### config.mk
export PLATFORM = sky130hd
export DESIGN_NAME = pfp_recip
export DESIGN_NICKNAME = d
export VERILOG_FILES = /design/src/pfp_pkg.sv /design/src/pfp_recip.sv
export SDC_FILE = /design/constraint.sdc
export NUM_CORES = 1
export LEC_CHECK = 0
export ABC_AREA = 1
export BUFFER_PORTS_ARGS = -buffer_cell sky130_fd_sc_hd__buf_2
export CORE_MARGIN = 2
export CORE_UTILIZATION = 56
export DETAILED_ROUTE_END_ITERATION = 6
export PLACE_DENSITY = 0.79
export RECOVER_POWER = 25
export SLEW_MARGIN = 20
export SYNTH_ARGS = -nofsm -noshare
export SYNTH_HDL_FRONTEND = slang
export SYNTH_SLANG_ARGS = --single-unit
### constraint.sdc
create_clock -name clk -period 2.45 [get_ports clk]
set_input_delay 0.3675 -clock clk [delete_from_list [all_inputs] [get_ports clk]]
set_output_delay 0.3675 -clock clk [all_outputs]
set_load 0.02 [all_outputs]
### src/pfp_pkg.sv
// Package for the palette crossfade engine.
// Widths, operation and register codes, and the structs passed between modules.
// No dependencies.
package pfp_pkg;

	localparam int COLOR_W     = 32;
	localparam int CHAN_W      = 8;
	localparam int NUM_CHAN    = 4;
	localparam int STAGE_W     = 8;
	localparam int DELAY_W     = 16;
	localparam int INDEX_W     = 8;
	localparam int OP_W        = 2;
	localparam int CNT_W       = 18;
	localparam int PROD_W      = 16;
	localparam int RECIP_SHIFT = 24;
	localparam int RECIP_W     = RECIP_SHIFT + 1;
	localparam int CFG_IDX_W   = 2;
	localparam int CFG_DATA_W  = 16;

	localparam logic [OP_W-1:0] OP_LOAD = 2'd0;
	localparam logic [OP_W-1:0] OP_TICK = 2'd1;
	localparam logic [OP_W-1:0] OP_READ = 2'd2;

	localparam logic [CFG_IDX_W-1:0] CFG_TOTAL = 2'd0;
	localparam logic [CFG_IDX_W-1:0] CFG_DELAY = 2'd1;
	localparam logic [CFG_IDX_W-1:0] CFG_LOOP  = 2'd2;

	localparam logic [RECIP_W-1:0] RECIP_ONE = RECIP_W'(1) << RECIP_SHIFT;

	typedef struct packed {
		logic wr;
		logic rd;
	} pal_ctl_t;

	typedef struct packed {
		logic [STAGE_W-1:0] shown;
		logic [STAGE_W-1:0] total;
		logic [RECIP_W-1:0] recip;
	} blend_cfg_t;

endpackage

### src/pfp_recip.sv
// Restoring divider producing floor(2^24 / stage total), one quotient bit a cycle.
// Depends on pfp_pkg.
module pfp_recip (
	input  logic                          clk,
	input  logic                          arst_n,
	input  logic                          start,
	input  logic [pfp_pkg::STAGE_W-1:0]   divisor,
	output logic                          busy,
	output logic [pfp_pkg::RECIP_W-1:0]   recip
);

	localparam int STEP_W = $clog2(pfp_pkg::RECIP_W);
	localparam logic [STEP_W-1:0] STEP_TOP = STEP_W'(pfp_pkg::RECIP_W - 1);

	logic                          busy_q;
	logic [STEP_W-1:0]             step_q;
	logic [pfp_pkg::STAGE_W-1:0]   rem_q;
	logic [pfp_pkg::STAGE_W-1:0]   div_q;
	logic [pfp_pkg::RECIP_W-1:0]   quo_q;
	logic [pfp_pkg::STAGE_W:0]     shifted;
	logic [pfp_pkg::STAGE_W:0]     trial;
	logic                          fits;

	always_comb begin
		shifted = {rem_q, (step_q == STEP_TOP)};
		fits    = shifted >= {1'b0, div_q};
		trial   = shifted - {1'b0, div_q};
	end

	always_ff @(posedge clk or negedge arst_n) begin
		if (!arst_n) begin
			busy_q <= 1'b0;
			step_q <= '0;
			rem_q  <= '0;
			div_q  <= pfp_pkg::STAGE_W'(1);
			quo_q  <= pfp_pkg::RECIP_ONE;
		end else if (start) begin
			busy_q <= 1'b1;
			step_q <= STEP_TOP;
			rem_q  <= '0;
			div_q  <= divisor;
			quo_q  <= '0;
		end else if (busy_q) begin
			rem_q <= fits ? trial[pfp_pkg::STAGE_W-1:0] : shifted[pfp_pkg::STAGE_W-1:0];
			quo_q <= {quo_q[pfp_pkg::RECIP_W-2:0], fits};
			if (step_q == '0) begin
				busy_q <= 1'b0;
			end else begin
				step_q <= step_q - STEP_W'(1);
			end
		end
	end

	assign busy  = busy_q;
	assign recip = quo_q;

endmodule

After elaboration in Yosys (flattened, before gate mapping) --
Cells that the tools add are included.
Operators by class: multiplexer cells 11, add/sub/neg operators 2, $lt $le $gt $ge 1, divide/modulo/power cells 0, eq/ne operators 2, multipliers 0, bitwise gates (word level) 0, shifts and indexed selects 0, reduce and logical (&&, ||, !) cells 3
Operators by type and width (count):
- 25-bit 2-to-1 mux | 2
- 8-bit 2-to-1 mux | 3
- 5-bit 2-to-1 mux | 3
- 9-bit by 8-bit >= comparator with 1-bit output | 1
- 8-bit subtractor | 1
- 5-bit == test, second input constant | 1
- 5-bit zero test | 1
- 5-bit by 1-bit subtractor with 5-bit output, second input constant | 1
- 1-bit 2-to-1 mux | 3
- 2-bit inequality test, second input constant | 1
- 2-bit AND reduction | 1
- 2-bit nonzero test | 1
Storage, ports and cells: bits in latches 0, flip-flop bits (word level) 47, memories 0, bits in writable memories 0, bits of input ports 11, memory bits (read-only) 0

Longest topological paths before layout --
Gate-level depths: netlist of run 1.
depth after elaboration 5, mapped depth 13, gate-level depth less buffers 13

Worst setup path before layout of run 1 --
Ideal clock, no wire load.
path kind reg2reg, start point reg step_q[0], end point reg rem_q[4] (netlist bit), required time 2.333 ns, cell stages (with the launch flop) 12, setup slack 0.550 ns, data arrival time 1.782 ns, path buffers 0, cells stage by stage dfrtp_1 > inv_1 > ha_1 > nand4_1 > ha_1 > inv_1 > fa_1 > a21oi_1 > xor2_1 > nand2_1 > nand3_1 > nand2_1
On the way: longest elaborated chain between the ends 5, elaborated cells on any way between the ends 6, classes of those cells add/sub (1); order compare (1); eq/ne (1); mux (3)
RTL lines:
- start, declared | line pfp_recip.sv:16 | logic [STEP_W-1:0] step_q;
- start signal, assigned | line pfp_recip.sv:49 | step_q <= step_q - STEP_W'(1);
- 5-bit == test (*) | line pfp_recip.sv:25 | shifted = {rem_q, (step_q == STEP_TOP)};
- 8-bit subtractor / 9-bit by 8-bit >= comparator with 1-bit output (equally long branches) | line pfp_recip.sv:27, pfp_recip.sv:26
- 8-bit 2-to-1 mux (*) | line pfp_recip.sv:44 | rem_q <= fits ? trial[pfp_pkg::STAGE_W-1:0] : shifted[pfp_pkg::STAGE_W-1:0];
- 8-bit 2-to-1 mux (*) | line pfp_recip.sv:43 | end else if (busy_q) begin
- 8-bit 2-to-1 mux (*) | line pfp_recip.sv:37 | end else if (start) begin
- end signal, assigned | line pfp_recip.sv:44
- end, declared | line pfp_recip.sv:17 | logic [pfp_pkg::STAGE_W-1:0] rem_q;
Every way passes the cells marked *; elsewhere a longest branch is shown, timed or not. The select of a mux whose other input is x is not followed. A chain may end at the register's enable or synchronous reset.

Worst setup path after layout of run 1 --
Ends and elaborated chain as after synthesis.

==> results of run 1 <==
[state kept, by name, summed over array words and instances, names as in the netlist]
signal	count
busy	1
div_q	8
rem_q	8
step_q	5
recip	25
[cell type report]
cell class	instances	area, sq um
inverter	54	203
clock inverter	2	38.8
clock buffer	6	82.6
fill	344	1320
multi-input combinational	168	937
tap	50	62.6
timing repair buffer	40	203
sequential	47	1180
[per-stage QoR]
step	area (sq um)	hold WS (ps)	setup WS [ps]	utilization
after global placement	2590	379	475	0.643
after detailed placement	2590	381	345	0.643
final	2710	269	357	0.671
after global routing	2710	274	232	0.671
after floorplan	2360	71.9	550	-
after CTS	2710	53.9	338	0.673
[routing by layer]
metal,track usage,share of wire
met3,0.0471,0.038
met5,0,0
met2,0.339,0.47
met4,0.0833,0.015
met1,0.346,0.47
[worst max path at each step]
stage | from | to | slack [ps] | cells after the start
floorplan | step_q[0] | rem_q[4] | 550 | 11
CTS | step_q[0] | rem_q[4] | 340 | 11
global route | step_q[0] | rem_q[4] | 230 | 11
detailed placement | step_q[0] | rem_q[4] | 340 | 11
global placement | step_q[0] | rem_q[4] | 480 | 11
finish | step_q[0] | rem_q[4] | 360 | 11
[cells in the mapped netlist]
| cell type | instances | area share |
|---|---|---|
| a21oi_1 | 5 | 0.011 |
| buf_2 | 6 | 0.013 |
| buf_4 | 1 | 0.0032 |
| clkbuf_1 | 1 | 0.0016 |
| dfrtp_1 | 45 | 0.48 |
| dfstp_2 | 2 | 0.022 |
| fa_1 | 1 | 0.0085 |
| ha_1 | 10 | 0.053 |
| inv_1 | 53 | 0.084 |
| inv_2 | 1 | 0.0016 |
| nand2_1 | 69 | 0.11 |
| nand2_2 | 1 | 0.0027 |
| nand2_4 | 1 | 0.0048 |
| nand2_8 | 1 | 0.0085 |
| nand3_1 | 17 | 0.036 |
| nand3_2 | 1 | 0.0042 |
| nand3b_1 | 7 | 0.022 |
| nand4_1 | 3 | 0.0080 |
| nor2_1 | 8 | 0.013 |
| nor2_2 | 1 | 0.0027 |
| nor2_4 | 1 | 0.0048 |
| nor3_1 | 1 | 0.0021 |
| nor3_2 | 1 | 0.0042 |
| o21ai_0 | 13 | 0.028 |
| o22ai_1 | 24 | 0.064 |
| xnor2_1 | 2 | 0.0074 |
| xor2_1 | 1 | 0.0037 |
[worst max-delay path, stage by stage, from the launching register on]
cell	delay (ps)
dfrtp_1	360
inv_1	80
ha_1	210
nand4_1	120
ha_1	150
inv_1	70
fa_1	430
a21oi_1	210
xor2_1	170
nand2_1	70
nand3_1	60
nand2_1	50
[logic make-up (layout without fill, tap and decap cells)]
family,count (synthesis),in the layout
buf+inv,62,102
simple gates,112,112
compound gates,42,42
xor+xnor,3,3
flops,47,47
fa+ha+maj,11,11
[power by group]
group          internal [mW]  switching [mW]
combinational          0.340           0.556
clock                  0.336           0.256
sequential             0.864          0.0666
total                   1.54           0.878
==> impl_metrics.py, run 1 <==
metrics = {
    "global_route": {
        "grt_overflow_total": 0,
        "grt_pass1_vias": 1747,
        "grt_pass1_wl_um": 8050,
        "antenna_found_initial": 0,
        "grt_start_max_net_pins": 25,
        "grt_usage": 0.233,
    },
    "yosys": {
        "synth_xor_area_frac": 0.0111,
        "ys_ff_latch": 47,
        "synthAdderAreaFrac": 0.0615,
        "synth_compound_area_frac": 0.102,
        "ys_warn_count": 0,
        "synth_area_sq_um": 2360,
        "synth_simple_gate_area_frac": 0.223,
        "syn_area_per_cell_sq_um": 8.52,
        "synth_top_family_by_area": "simple AND/OR/NAND/NOR gates",
        "synth.area.mux_share": 0,
        "seq_area_frac_synth": 0.499,
        "syn_inst": 277,
        "synth_cell_types": 27,
        "syn-num-nets": 299,
    },
    "sta": {
        "setup_viol_count_final": 0,
        "worst_slew_pin_slew_ps": 1240,
        "max_freq_mhz": 478,
        "fin_skew_ps": 6.02,
        "finalCriticalPeriod_ps": 2090,
        "slew_headroom": 0.172,
        "finalMaxSlewViolations": 0,
        "finalSetupTns_ps": 0,
        "period_share": 0.854,
        "rsz0062_at_grt": "false",
        "hold_viol": 0,
    },
    "clock_tree": {
        "numCtsBuffers": 5,
        "h-tree-depth": 2,
        "cts_max_path_buffers": 2,
        "worstSkewPairLatency_ps": 290,
        "ctsResizeCount": 0,
        "clk_pin_slew_ps": 80,
        "cts_sinks": 47,
        "cts_hold_buf": 0,
        "cts_tree": "built",
        "root_buffer": "clkbuf_8",
        "cts_setup_buffers": 0,
    },
    "cells_and_area": {
        "stdcell_count": 367,
        "n_antenna_cell": 0,
        "final_cell_mix": "69 x nand2_1, 53 x inv_1, 45 x dfrtp_1",
        "fin_nets": 338,
        "final_common_cell": "nand2_1",
        "area_growth_syn_to_layout_pct": 14.6,
        "drive_above_1_share": 0.177,
    },
    "min_path": {
        "hold_depth": 3,
        "hp-class": "in2reg",
        "holdPathEnd": "div_q[0]",
        "hold_start": "divisor[0]",
    },
    "placed_design": {
        "dp.cells": 359,
        "place_hpwl_um": 3410,
        "port_buffers": 36,
        "gp_congestion": 0.932,
    },
    "floorplan": {
        "core_sq_um": 4030,
        "io_pins": 37,
        "die_area_sq_um": 4750,
        "die_height_um": 68.9,
        "start_util": 0.586,
        "rows": 23,
        "dieWidth_um": 68.9,
    },
    "worst_setup_path": {
        "r2r_slack_ps": 360,
        "rr_endpoint": "rem_q[4]",
        "reg2reg_depth": 11,
        "end_kind": "flip-flop",
        "cp.arrival_ps": 2280,
        "path_max_fanout": 3,
        "startpoint_type": "flip-flop",
        "cp_data_required_time_ps": 2640,
        "criticalPathCategory": "reg2reg",
        "rr_startpoint": "step_q[0]",
    },
    "routing": {
        "drc": 0,
        "vias": 1921,
        "ant_nets": 0,
        "firstDrtPassIters": 6,
        "drt_iter0_drc": 151,
        "wire_per_inst_um": 12.7,
        "via_per_inst": 5.23,
        "routed_wl_um": 4660,
    },
    "run_status": {
        "status": "finished clean",
    },
    "pwr": {
        "finalPower_mw": 2.42,
        "leakage_nw": 1.46,
        "vdd.ir_drop.worst_mv": 0.473,
        "p_per_area_nw_per_um2": 894,
    },
    "job": {
        "maxCapViolations": 0,
    },
}
Note: power is estimated with default switching activity, not from simulation.
==> run 2, diff against run 1 <==
--- a/config.mk
+++ b/config.mk
@@ -8,9 +8,10 @@
 export ABC_AREA = 1
 export BUFFER_PORTS_ARGS = -buffer_cell sky130_fd_sc_hd__buf_2
 export CORE_MARGIN = 2
-export CORE_UTILIZATION = 56
+export CORE_UTILIZATION = 58
+export CTS_BUF_LIST = sky130_fd_sc_hd__clkbuf_8
 export DETAILED_ROUTE_END_ITERATION = 6
-export PLACE_DENSITY = 0.79
+export PLACE_DENSITY = 0.81
 export RECOVER_POWER = 25
 export SLEW_MARGIN = 20
 export SYNTH_ARGS = -nofsm -noshare
==> run 2 against run 1 <==
Net effect:
- register-to-register slack better by 40 ps
- design area barely moved
- non-clock buffer count is 1 lower
- power decreased by 0.27%
- wire length increased by 1.4%
- sequential share of layout area is essentially flat
- maximum frequency rose by 2.1%
- combinational power decreased by 0.9%
- critical path type unchanged
==> impl_metrics.py, run 2 (same netlist as run 1, synthesis figures left out) <==
metrics = {
    "pwr": {
        "vdd.ir_drop.worst_mv": 0.587,
        "leakage_nw": 1.46,
        "finalPower_mw": 2.41,
        "p_per_area_nw_per_um2": 892,
    },
    "global_route": {
        "grt_pass1_vias": 1800,
        "antenna_found_initial": 0,
        "grt_pass1_wl_um": 8270,
        "grt_overflow_total": 0,
        "grt_usage": 0.243,
        "grt_start_max_net_pins": 48,
    },
    "clock_tree": {
        "cts_setup_buffers": 0,
        "cts_tree": "built",
        "h-tree-depth": 2,
        "root_buffer": "clkbuf_8",
        "cts_sinks": 47,
        "worstSkewPairLatency_ps": 300,
        "ctsResizeCount": 0,
        "clk_pin_slew_ps": 80,
        "cts_hold_buf": 0,
        "numCtsBuffers": 5,
        "cts_max_path_buffers": 2,
    },
    "routing": {
        "routed_wl_um": 4730,
        "wl_met3_um": 199,
        "ant_nets": 0,
        "drt_iter0_drc": 136,
        "wl_met2_um": 2190,
        "m1WireLength_um": 2260,
        "wire_per_inst_um": 12.9,
        "firstDrtPassIters": 4,
        "top_layer": "met4",
        "drc": 0,
        "vias": 1910,
        "via_per_inst": 5.22,
    },
    "cells_and_area": {
        "final_common_cell": "nand2_1",
        "final_cell_mix": "69 x nand2_1, 53 x inv_1, 45 x dfrtp_1",
        "n_antenna_cell": 0,
        "area_growth_syn_to_layout_pct": 14.5,
        "drive_above_1_share": 0.180,
        "final_area_sq_um": 2700,
        "fin_nets": 337,
        "nFillCells": 321,
        "largest_reg_flops": 25,
    },
    "worst_setup_path": {
        "cp.arrival_ps": 2250,
        "cp_data_required_time_ps": 2650,
        "end_kind": "flip-flop",
        "startpoint_type": "flip-flop",
        "path_max_fanout": 3,
        "criticalPathCategory": "reg2reg",
        "r2r_slack_ps": 400,
    },
    "sta": {
        "max_freq_mhz": 488,
        "setup_viol_count_final": 0,
        "finalCriticalPeriod_ps": 2050,
        "hold_viol": 0,
        "period_share": 0.837,
        "fin_hold_ws_ps": 272,
        "finalMaxSlewViolations": 0,
        "fin_skew_ps": 8.74,
        "finalSetupTns_ps": 0,
        "rsz0062_at_grt": "false",
        "slew_headroom": 0.254,
        "worst_slew_pin_slew_ps": 1120,
        "worst_slack_ps": 400,
    },
    "job": {
        "maxCapViolations": 0,
    },
    "floorplan": {
        "die_height_um": 67.8,
        "core_sq_um": 3970,
        "start_util": 0.594,
        "io_pins": 37,
        "die_area_sq_um": 4590,
        "rows": 23,
        "dieWidth_um": 67.8,
    },
    "placed_design": {
        "place_hpwl_um": 3330,
        "gp_congestion": 0.882,
        "place_ws_ps": 422,
        "postPlaceCellArea_sq_um": 2600,
        "port_buffers": 36,
    },
    "run_status": {
        "status": "finished clean",
    },
    "min_path": {
        "hp-class": "in2reg",
    },
}
run 2: critical path: stages, from the launching register on:
cell and delay (ps):
dfrtp_1 370, inv_1 80, ha_1 220, nand4_1 110, ha_1 160, inv_1 70
fa_1 420, a21oi_1 190, xor2_1 160, nand2_1 60, nand3_1 60, nand2_1 40
run 2: final timing paths:
kind	startpoint	to	depth (start not counted)
max reg2reg	step_q[0]	rem_q[4]	11
max	step_q[0]	rem_q[4]	11
min	divisor[2]	div_q[2]	3
min reg2reg	div_q[0]	div_q[0]	2
max in group asynchronous	arst_n	rem_q[0]	2
min in group asynchronous	arst_n	recip[10]	2
run 2: power by group:
group	switching (mW)	internal, mW
clock	0.259	0.335
sequential	0.0651	0.864
combinational	0.549	0.339
run 2: cell type report:
| cell class | instances | area, sq um | share of cell area |
|---|---|---|---|
| Timing Repair Buffer | 39 | 200 | 0.0741 |
| Inverter | 54 | 203 | 0.0750 |
| Clock buffer | 6 | 82.6 | 0.0306 |
| Multi-Input combinational cell | 168 | 937 | 0.347 |
| Sequential cell | 47 | 1180 | 0.436 |
| Clock inverter | 2 | 38.8 | 0.0144 |
| Tap cell | 50 | 62.6 | 0.0231 |
run 2: per-stage QoR:
| stage | utilization | instances |
|---|---|---|
| after floorplan | - | 277 |
| after global placement | 0.654 | 358 |
| after detailed placement | 0.654 | 358 |
| after CTS | 0.684 | 366 |
| after global routing | 0.681 | 366 |
| final | 0.681 | 366 |
run 2: layer usage:
metal  global-route usage  vias up
li1                     -      966
met1                0.361      900
met2                0.354       37
met3               0.0467        7
met4               0.0925        0
met5                    0        -
